===== config.mk =====
export PLATFORM = sky130hd
export DESIGN_NAME = fm2d_ram
export DESIGN_NICKNAME = d
export VERILOG_FILES = /design/src/rtl/core/fm2d_ram.sv
export SDC_FILE = /design/constraint.sdc
export NUM_CORES = 1
export LEC_CHECK = 0
export BUFFER_PORTS_ARGS = -buffer_cell sky130_fd_sc_hd__clkbuf_2
export CAP_MARGIN = 20
export CORE_ASPECT_RATIO = 1.25
export CORE_MARGIN = 2
export CORE_UTILIZATION = 44
export CTS_CLUSTER_DIAMETER = 120
export DETAILED_ROUTE_END_ITERATION = 10
export MAX_ROUTING_LAYER = met4
export PLACE_DENSITY = 0.64
export SLEW_MARGIN = 10
export SYNTH_ARGS = -nofsm -noshare
export SYNTH_HDL_FRONTEND = slang
export SYNTH_SLANG_ARGS = --single-unit

===== constraint.sdc =====
create_clock -name clk -period 4.6 [get_ports clk]
set_clock_uncertainty 0.15 [all_clocks]
set_input_delay 0.46 -clock clk [delete_from_list [all_inputs] [get_ports clk]]
set_output_delay 0.46 -clock clk [all_outputs]
set_load 0.03 [all_outputs]

===== src/rtl/core/fm2d_ram.sv =====
// fm2d_ram: generic single write port, single read port ram with registered read
// no dependencies
module fm2d_ram #(
  parameter int WIDTH = 8,
  parameter int DEPTH = 16,
  parameter int AW    = (DEPTH > 1) ? $clog2(DEPTH) : 1
) (
  input  logic             clk,
  input  logic             we,
  input  logic [AW-1:0]    waddr,
  input  logic [WIDTH-1:0] wdata,
  input  logic             re,
  input  logic [AW-1:0]    raddr,
  output logic [WIDTH-1:0] rdata
);

  logic [WIDTH-1:0] mem [DEPTH];

  // write port and registered read port
  always_ff @(posedge clk) begin
    if (we) begin
      mem[waddr] <= wdata;
    end
    if (re) begin
      rdata <= mem[raddr];
    end
  end

endmodule


# [After elaboration in Yosys (flattened, before gate mapping)]
# Memories as Yosys holds them, arrays and structs flattened. A register that Yosys moved wholly into a read port is not among the register bits.
# Index checks and enable logic that the tools add are counted.
[op_classes] eq_ne=0 n_addsub=0 mul=0 n_shift=0 bitwise_logic=0 n_mux=2 n_lt_le_gt_ge=0 n_reduce_logical=0 n_div=0
[op_table] op="1-bit 2-to-1 mux" n=2
[totals] output_inout_bits=8 wordCells=3 rom_bits=0 reg_bits=0 mem_bits_rw=128 latch_bits=0 mem_count=1 inputBits=19
[mem_list] name="mem" depth=16 width=8 read_ports=1 rd_ports_with_merged_regs=1 write_ports=1 line="17" rtl="logic [WIDTH-1:0] mem [DEPTH];"

# [Longest topological paths before layout]
# Gate-level depths: netlist (run 1).
[depth] word_depth=2 mapped_depth=5 ltp_nobuf=3

# [Worst setup path before layout (run 1)]
# No wires, ideal clock.
[synth_timing] path_type="input -> register" from="input port waddr[2]" to="memory mem[0][0], enable pin" setup_slack_ns=2.497 path_buffers=0 required_ns=4.067 t_arrival_ns=1.570 stages=2 setup_time_ns=0.383 path_cell_list="or3b_2 nor3_1"
[synth_rtl] element="start: declaration" line="10" rtl="input logic [AW-1:0] waddr,"
[synth_rtl] element="end: declaration" line="17"
# Straight into the memory's write port.

==> results_dict.tcl, run 1 <==
set metrics [dict create \
    postLayoutCellArea_sq_mm 0.00597 \
    antenna_found_initial 0 \
    clk_latency_ps 410 \
    root_buffer "clkbuf_16" \
    status "completed" \
    grt_start_max_net_pins 33 \
    totalWireLength_um 10000 \
    finalWorstPathRequiredPeriod_ps 2320 \
    dieArea_sq_mm 0.0128 \
    n_antenna_cell 0 \
    die_w_um 101 \
    numCtsBuffers 17 \
    post-cts-setup-buffers 0 \
    grt_pass1_wl_um 15200 \
    post_route_cells_drive_above_1_share_pct 25.5 \
    critical_path_arrival_ps 2310 \
    cp.required_ps 4600 \
    synth_fp_nets 248 \
    numClockSinks 136 \
    num_rows 44 \
    clk_pin_slew_worst_paths_ps 50 \
    fin_setup_tns_ps 0 \
    finalSetupViolCount 0 \
    worst-path-max-fanout 22 \
    layout_commonest_cell "edfxtp_1" \
    crit_start "raddr[0]" \
    cts_tree "yes" \
    post_cts_resized 0 \
    yosys.area_share.adder_pct 0 \
    min_from "re" \
    io_pins 27 \
    rsz0062_at_grt "false" \
    p_total_mw 2.63 \
    placed_area_sq_mm 0.00551 \
    avgSynthCellArea_sq_um 22.8 \
    worst_slew_pin_slew_ps 946 \
    nets 286 \
    clockBufferDepth 2 \
    powerDensity_mw_per_mm2 440 \
    netlist_instances 229 \
    drc 0 \
    grtUsageTotal_pct 17.8 \
    avgViaCountPerCell 5.56 \
    cellLeakagePower_nw 1.96 \
    start_kind "input pin" \
    port_buffers 26 \
    ys_seq_area_share_pct 78.1 \
    drt_iter0_drc 262 \
    routabilityCongestion 0.747 \
    yosysWarnings 0 \
    synth_seq_cells 136 \
    grt_pass1_vias 2517 \
    hold_buffers 0 \
    first_pass_iters 4 \
    fmax_mhz 432 \
    dpl.hpwl_um 6410 \
    hold_viol 0 \
    htree_levels 4 \
    ant_nets 0 \
    final_cell_mix "136 x edfxtp_1, 26 x clkbuf_2, 18 x mux4_2" \
    synthToLayoutAreaGrowth_pct 14.3 \
    start_util_pct 45.0 \
    slew_violations 0 \
    synth_area_sq_mm 0.00523 \
    max-slew-margin-rel_pct 36.6 \
    synth_xor_area_share_pct 0 \
    r2r_start "mem[0][1]" \
    num_vias 2425 \
    period_share_pct 50.3 \
    synth-simple-area-share_pct 3.14 \
    synth_mux_area_share_pct 14.8 \
    end_kind "register" \
    ir_worst_vdd_mv 0.276 \
    synth-compound-area-share_pct 2.30 \
    core_sq_mm 0.0116 \
    synth_top_family_by_area "multiplexers" \
    synth_cell_types 18 \
    critPathKind "input pin to register" \
    grt.overflow.total 0 \
    drt-wirelength-per-cell_um 23.0 \
    dieHeight_um 126 \
    max_cap_violations 0 \
    hold_path.class "input pin to register" \
]
==> final cells by class <==
class	count	area [sq um]
Clock buffer	18	429
Clock inverter	9	40.0
Fill cell	887	5640
Multi-Input combinational cell	83	1070
Sequential cell	136	4080
Tap cell	161	201
Timing Repair Buffer	29	153
==> registers in the layout, indices dropped and copies added, names as in the netlist <==
signal / flops
mem: 128
rdata: 8
==> cells by family after synthesis <==
family	count (synthesis)
buffers and inverters	10
AO/OA/AOI/OAI	16
flip-flops	136
multiplexers	32
AND/OR/NAND/NOR	35
==> synthesized netlist by cell type <==
library cell | count | share of area [%]
mux4_2 | 18 | 7.8
nand2_1 | 9 | 0.65
buf_2 | 3 | 0.29
nor2b_1 | 1 | 0.12
nor3_1 | 4 | 0.38
and2_1 | 1 | 0.12
or3b_2 | 1 | 0.17
nor2_1 | 13 | 0.93
nand3_1 | 1 | 0.096
nand3b_1 | 2 | 0.29
mux4_1 | 14 | 7.0
edfxtp_1 | 136 | 78
clkdlybuf4s25_2 | 3 | 0.57
a22oi_1 | 16 | 2.3
nand2b_1 | 2 | 0.24
buf_6 | 3 | 0.65
buf_4 | 1 | 0.14
and2b_1 | 1 | 0.14
==> report_power, final <==
group          total, mW  leakage, nW  switching (mW)  internal (mW)
registers           1.41         1.24         0.00775           1.40
clock network       1.09        0.228           0.437          0.655
logic              0.132        0.496          0.0831         0.0489
==> critical path: stages <==
cell and delay (ps):
clkbuf_2 620, buf_4 370, mux4_2 520, a22oi_1 220, nand2_1 110
==> metal layers <==
layer / vias up / track usage [%] / share of wire, % / wire, um
met5: - / - / 0 / 0
met1: 1259 / 21.7 / 40 / 4000
met2: 98 / 28.1 / 53 / 5280
met3: 13 / 4.61 / 5.9 / 592
met4: 0 / 7.47 / 1.6 / 165
li1: 1055 / - / - / -
==> through the flow <==
stage	setup slack, ps	utilization, %	instances	hold WS (ps)
global route	2160	51.4	436	302
detailed placement	1860	47.4	409	590
floorplan	2500	-	229	409
global placement	1900	47.4	409	582
CTS	2300	51.4	436	282
finish	2280	51.4	436	276
==> final timing paths <==
kind                            endpoint  slack, ps  depth (start not counted)
worst max-delay path            rdata[6]       2280                          5
worst min-delay path            rdata[0]        280                          1
worst max register to register  rdata[1]       2920                          3
worst min register to register  rdata[5]        610                          3
No activity file was read; power rests on OpenSTA's default activity.
==> run 2, diff against run 1 <==
Settings changed: PLACE_DENSITY 0.64 to 0.66.
Clock period 4.6 ns to 1.9 ns, I/O delays scaled along.
==> run 2 against run 1 <==
Compared with the run above:
- via count is 1.6% higher
- core utilization is 3.2 points higher
- critical path depth is 2 lower
- global-route usage is 1.2 points lower
- hold slack worse by 220 ps
- critical path type is now register to register
- highest routed layer unchanged
==> results_dict.tcl, run 2 (synthesis gave the netlist of run 1 again) <==
set metrics [dict create \
    status "completed" \
    cellLeakagePower_nw 2.18 \
    root_buffer "clkbuf_16" \
    core_sq_mm 0.0116 \
    start_util_pct 45.0 \
    die_w_um 101 \
    dieArea_sq_mm 0.0128 \
    num_rows 44 \
    start_kind "register" \
    num_vias 2463 \
    grt_pass1_wl_um 14500 \
    htree_levels 4 \
    port_buffers 26 \
    largest_reg_flops 128 \
    drc 0 \
    biggestRegsByFlops "mem (128), rdata (8)" \
    hold_viol 0 \
    fin_setup_tns_ps 0 \
    critPathKind "register to register" \
    finalSetupViolCount 0 \
    totalWireLength_um 9340 \
    grt_start_max_net_pins 33 \
    ir_worst_vdd_mv 0.628 \
    io_pins 27 \
    post_cts_resized 0 \
    worst_slew_pin_slew_ps 441 \
    routabilityCongestion 0.762 \
    dpl.hpwl_um 6100 \
    powerDensity_mw_per_mm2 1160 \
    grt.overflow.total 0 \
    grtUsageTotal_pct 16.6 \
    rsz0062_at_grt "false" \
    max_cap_violations 0 \
    avgViaCountPerCell 5.33 \
    fmax_mhz 595 \
    cts_tree "yes" \
    first_pass_iters 7 \
    layout_commonest_cell "edfxtp_1" \
    finalWorstPathRequiredPeriod_ps 1680 \
    clk_pin_slew_worst_paths_ps 60 \
    dieHeight_um 126 \
    critical_path_arrival_ps 1680 \
    max-slew-margin-rel_pct 70.5 \
    seqCellArea_sq_mm 0.00408 \
    clk_latency_ps 410 \
    place_ws_ps 0.0899 \
    cp.required_ps 1900 \
    synthToLayoutAreaGrowth_pct 21.5 \
    fill_cells 871 \
    n_antenna_cell 0 \
    slew_violations 0 \
    end_kind "register" \
    nets 307 \
    worst_slack_ps 219 \
    drt_iter0_drc 248 \
    hold_buffers 1 \
    clockBufferDepth 2 \
    antenna_found_initial 0 \
    numClockSinks 136 \
    ant_nets 0 \
    grt_pass1_vias 2621 \
    multi_input_area_sq_mm 0.00106 \
    period_share_pct 88.5 \
    final_cell_mix "136 x edfxtp_1, 26 x clkbuf_2, 20 x buf_4" \
    post_route_cells_drive_above_1_share_pct 32.2 \
    post-cts-setup-buffers 0 \
    hold_path.class "input pin to register" \
    numCtsBuffers 17 \
    drt-wirelength-per-cell_um 20.2 \
    worst-path-max-fanout 1 \
    regMostFlops "mem" \
]
## run 2: cell count changes in the layout (fill, tap and decap cells not counted)
| cell | before | now |
|---|---|---|
| nor3_1 | 2 | 4 |
| buf_4 | 3 | 20 |
| nor3_2 | 2 | 0 |
| clkinv_1 | 6 | 2 |
| clkinvlp_4 | 1 | 0 |
| bufinv_16 | 0 | 6 |
| buf_12 | 0 | 3 |
| dlygate4sd3_1 | 0 | 1 |
| clkinv_2 | 2 | 3 |
| clkinv_4 | 0 | 3 |
## run 2: layout make-up
class                      count  area share (%)
sequential                   136            64.3
multi-input combinational     83            16.6
clock buffer                  18            6.76
timing repair buffer          50            5.52
clock inverter                14            3.61
tap                          161            3.17
## run 2: where the power goes
group | total (mW) | internal (mW) | leakage, nW | switching, mW
combinational | 0.340 | 0.140 | 0.617 | 0.199
sequential | 3.40 | 3.38 | 1.24 | 0.0149
clock | 3.61 | 2.45 | 0.323 | 1.16
## run 2: through the flow
stage	total power [mW]	cell area, sq um	cells	hold WS (ps)	utilization (%)
2_1_floorplan	3.66	5230	229	139	-
3_3_place_gp	3.79	5680	429	417	48.9
3_5_place_dp	3.80	5680	429	421	48.9
4_1_cts	7.41	6350	462	49.9	54.7
5_1_grt	7.56	6350	462	69.8	54.7
6_report	7.35	6350	462	52.3	54.7
## run 2: worst max-delay path, stage by stage, from the launching register on
cell      delay, ps
edfxtp_1        370
mux4_1          500
a22oi_1         280
nand2_1         120
## run 2: path summary, 6_finish.rpt
check / start / endpoint / slack (ps) / cells past startpoint
worst max register to register: mem[1][5] / rdata[5] / 220 / 3
worst min register to register: mem[15][4] / rdata[4] / 590 / 3
worst max-delay path: mem[1][5] / rdata[5] / 220 / 3
worst min-delay path: wdata[1] / mem[5][1] / 50 / 1
## run 2: per-layer routing
metal | track usage [%] | vias to the layer above | share of wire (%)
li1 | - | 1101 | -
met3 | 4.83 | 18 | 6.1
met5 | - | - | 0
met4 | 8.66 | 0 | 2.7
met1 | 20.1 | 1254 | 40
met2 | 25.2 | 90 | 51
==> run 3, diff against run 2 <==
Settings changed: REMOVE_ABC_BUFFERS set to 1.
==> run 3 against run 2 <==
Compared with the run above:
- combinational power decreased by 1%
- sequential share of layout area increased by 0.77 points
- global-route usage grew 1.2 points
- critical path depth did not move
- hold slack better by 1.1 ps
- power decreased by 3.9%
- clock-buffer cell count shrank 1
- core utilization decreased by 0.65 points
- first-iteration DRC count is 44% lower
- cell count fell by 0.87%
- wire length grew 4.2%
- setup slack improved by 5.2 ps
- largest power group is now registers
==> results_dict.tcl, run 3 (synthesis gave the netlist of run 1 again) <==
set metrics [dict create \
    critical_path_arrival_ps 1670 \
    worst_slack_ps 224 \
    dieHeight_um 126 \
    status "completed" \
    ir_worst_vdd_mv 0.571 \
    start_util_pct 45.0 \
    use_met3_pct 4.94 \
    rsz0062_at_grt "false" \
    end_kind "register" \
    clk_latency_ps 410 \
    crit_slowest_cell "mux4_1" \
    grt-busiest-layer "met2" \
    nets 304 \
    totalWireLength_um 9740 \
    hold_viol 0 \
    finalSetupViolCount 0 \
    clockBufferDepth 2 \
    crit_path_cell_trace "mux4_1 > a22oi_1 > nand2_1" \
    synthToLayoutAreaGrowth_pct 20.1 \
    layout_commonest_cell "edfxtp_1" \
    n_antenna_cell 0 \
    largest_reg_flops 128 \
    grt_pass1_vias 2562 \
    slew_violations 0 \
    layout.cells.non_filler 458 \
    cts_tree "yes" \
    met2_usage_pct 27.1 \
    grt_use_met1_pct 22.7 \
    dp_cells 427 \
    place_ws_ps -26.7 \
    grt_start_max_net_pins 33 \
    root_buffer "clkbuf_16" \
    final_cell_mix "136 x edfxtp_1, 26 x clkbuf_2, 18 x mux4_2, 18 x buf_4, 17 x clkbuf_16" \
    hold_slack_ps 53.5 \
    avgViaCountPerCell 5.36 \
    drt-wirelength-per-cell_um 21.3 \
    hold_path.class "input pin to register" \
    core_sq_mm 0.0116 \
    drc 0 \
    fmax_mhz 597 \
    ant_nets 0 \
    htree_levels 4 \
    grt.overflow.total 0 \
    fill_cells 863 \
    post-cts-setup-buffers 0 \
    worst_slew_pin_slew_ps 385 \
    start_kind "register" \
    dieArea_sq_mm 0.0128 \
    die_w_um 101 \
    cp_num_buf_inv 0 \
    cellLeakagePower_nw 2.13 \
    biggestRegsByFlops "mem (128), rdata (8)" \
    worst-path-max-fanout 1 \
    post_route_cells_drive_above_1_share_pct 32.0 \
    post_cts_resized 0 \
    hold_buffers 0 \
    critPathMaxStageDelay_ps 500 \
    period_share_pct 88.2 \
    cp_top_family "multiplexers" \
    finalWorstPathRequiredPeriod_ps 1680 \
    fin_setup_tns_ps 0 \
    num_rows 44 \
    seqCellArea_sq_mm 0.00408 \
    multi_input_area_sq_mm 0.00106 \
    dpl.hpwl_um 6260 \
    num_vias 2456 \
    powerDensity_mw_per_mm2 1130 \
    routabilityCongestion 0.733 \
    max_cap_violations 0 \
    grtUsageTotal_pct 17.8 \
    grt_pass1_wl_um 15400 \
    regMostFlops "mem" \
    max-slew-margin-rel_pct 74.3 \
    critPathKind "register to register" \
    port_buffers 26 \
    first_pass_iters 4 \
    cp.required_ps 1900 \
    io_pins 27 \
    drt_iter0_drc 138 \
    numClockSinks 136 \
    clk_pin_slew_worst_paths_ps 60 \
    fin_util_pct 54.0 \
    numCtsBuffers 17 \
    antenna_found_initial 0 \
]
## run 3: changes by cell type in the layout (fill, tap and decap cells not counted), sizes merged
cell / previous run / this run
clkinvlp: 0 / 3
buf: 23 / 21
bufinv: 6 / 4
clkbuf: 44 / 43
clkinv: 8 / 7
dlygate4sd3: 1 / 0
## run 3: through the flow
step	cell area (sq um)	power (mW)
3_5_place_dp	5670	3.80
2_1_floorplan	5140	3.62
6_report	6280	7.06
5_1_grt	6280	7.28
4_1_cts	6280	7.13
3_3_place_gp	5670	3.79
## run 3: power breakdown
group	internal [mW]	switching, mW
logic	0.137	0.198
clock network	2.17	1.16
registers	3.38	0.0198
total	5.69	1.37
## run 3: final timing paths
kind | to | slack [ps] | start | cells past startpoint
setup / recovery | rdata[4] | 220 | mem[10][4] | 3
hold / removal | mem[4][0] | 50 | wdata[0] | 1
hold reg to reg | rdata[2] | 590 | mem[13][2] | 3
setup reg to reg | rdata[4] | 220 | mem[10][4] | 3
## run 3: routing by layer
metal  up-vias  routed length, um
li1       1095                  -
met1      1288               4210
met2        64               5030
met3         9                380
met4         0                121
met5         -                  0
## run 3: layout make-up
cell class	instances	area share (%)
Sequential cell	136	65.1
Multi-Input combinational cell	83	16.8
Timing Repair Buffer	47	5.18
Tap cell	161	3.21
Clock buffer	17	6.78
Clock inverter	14	2.91
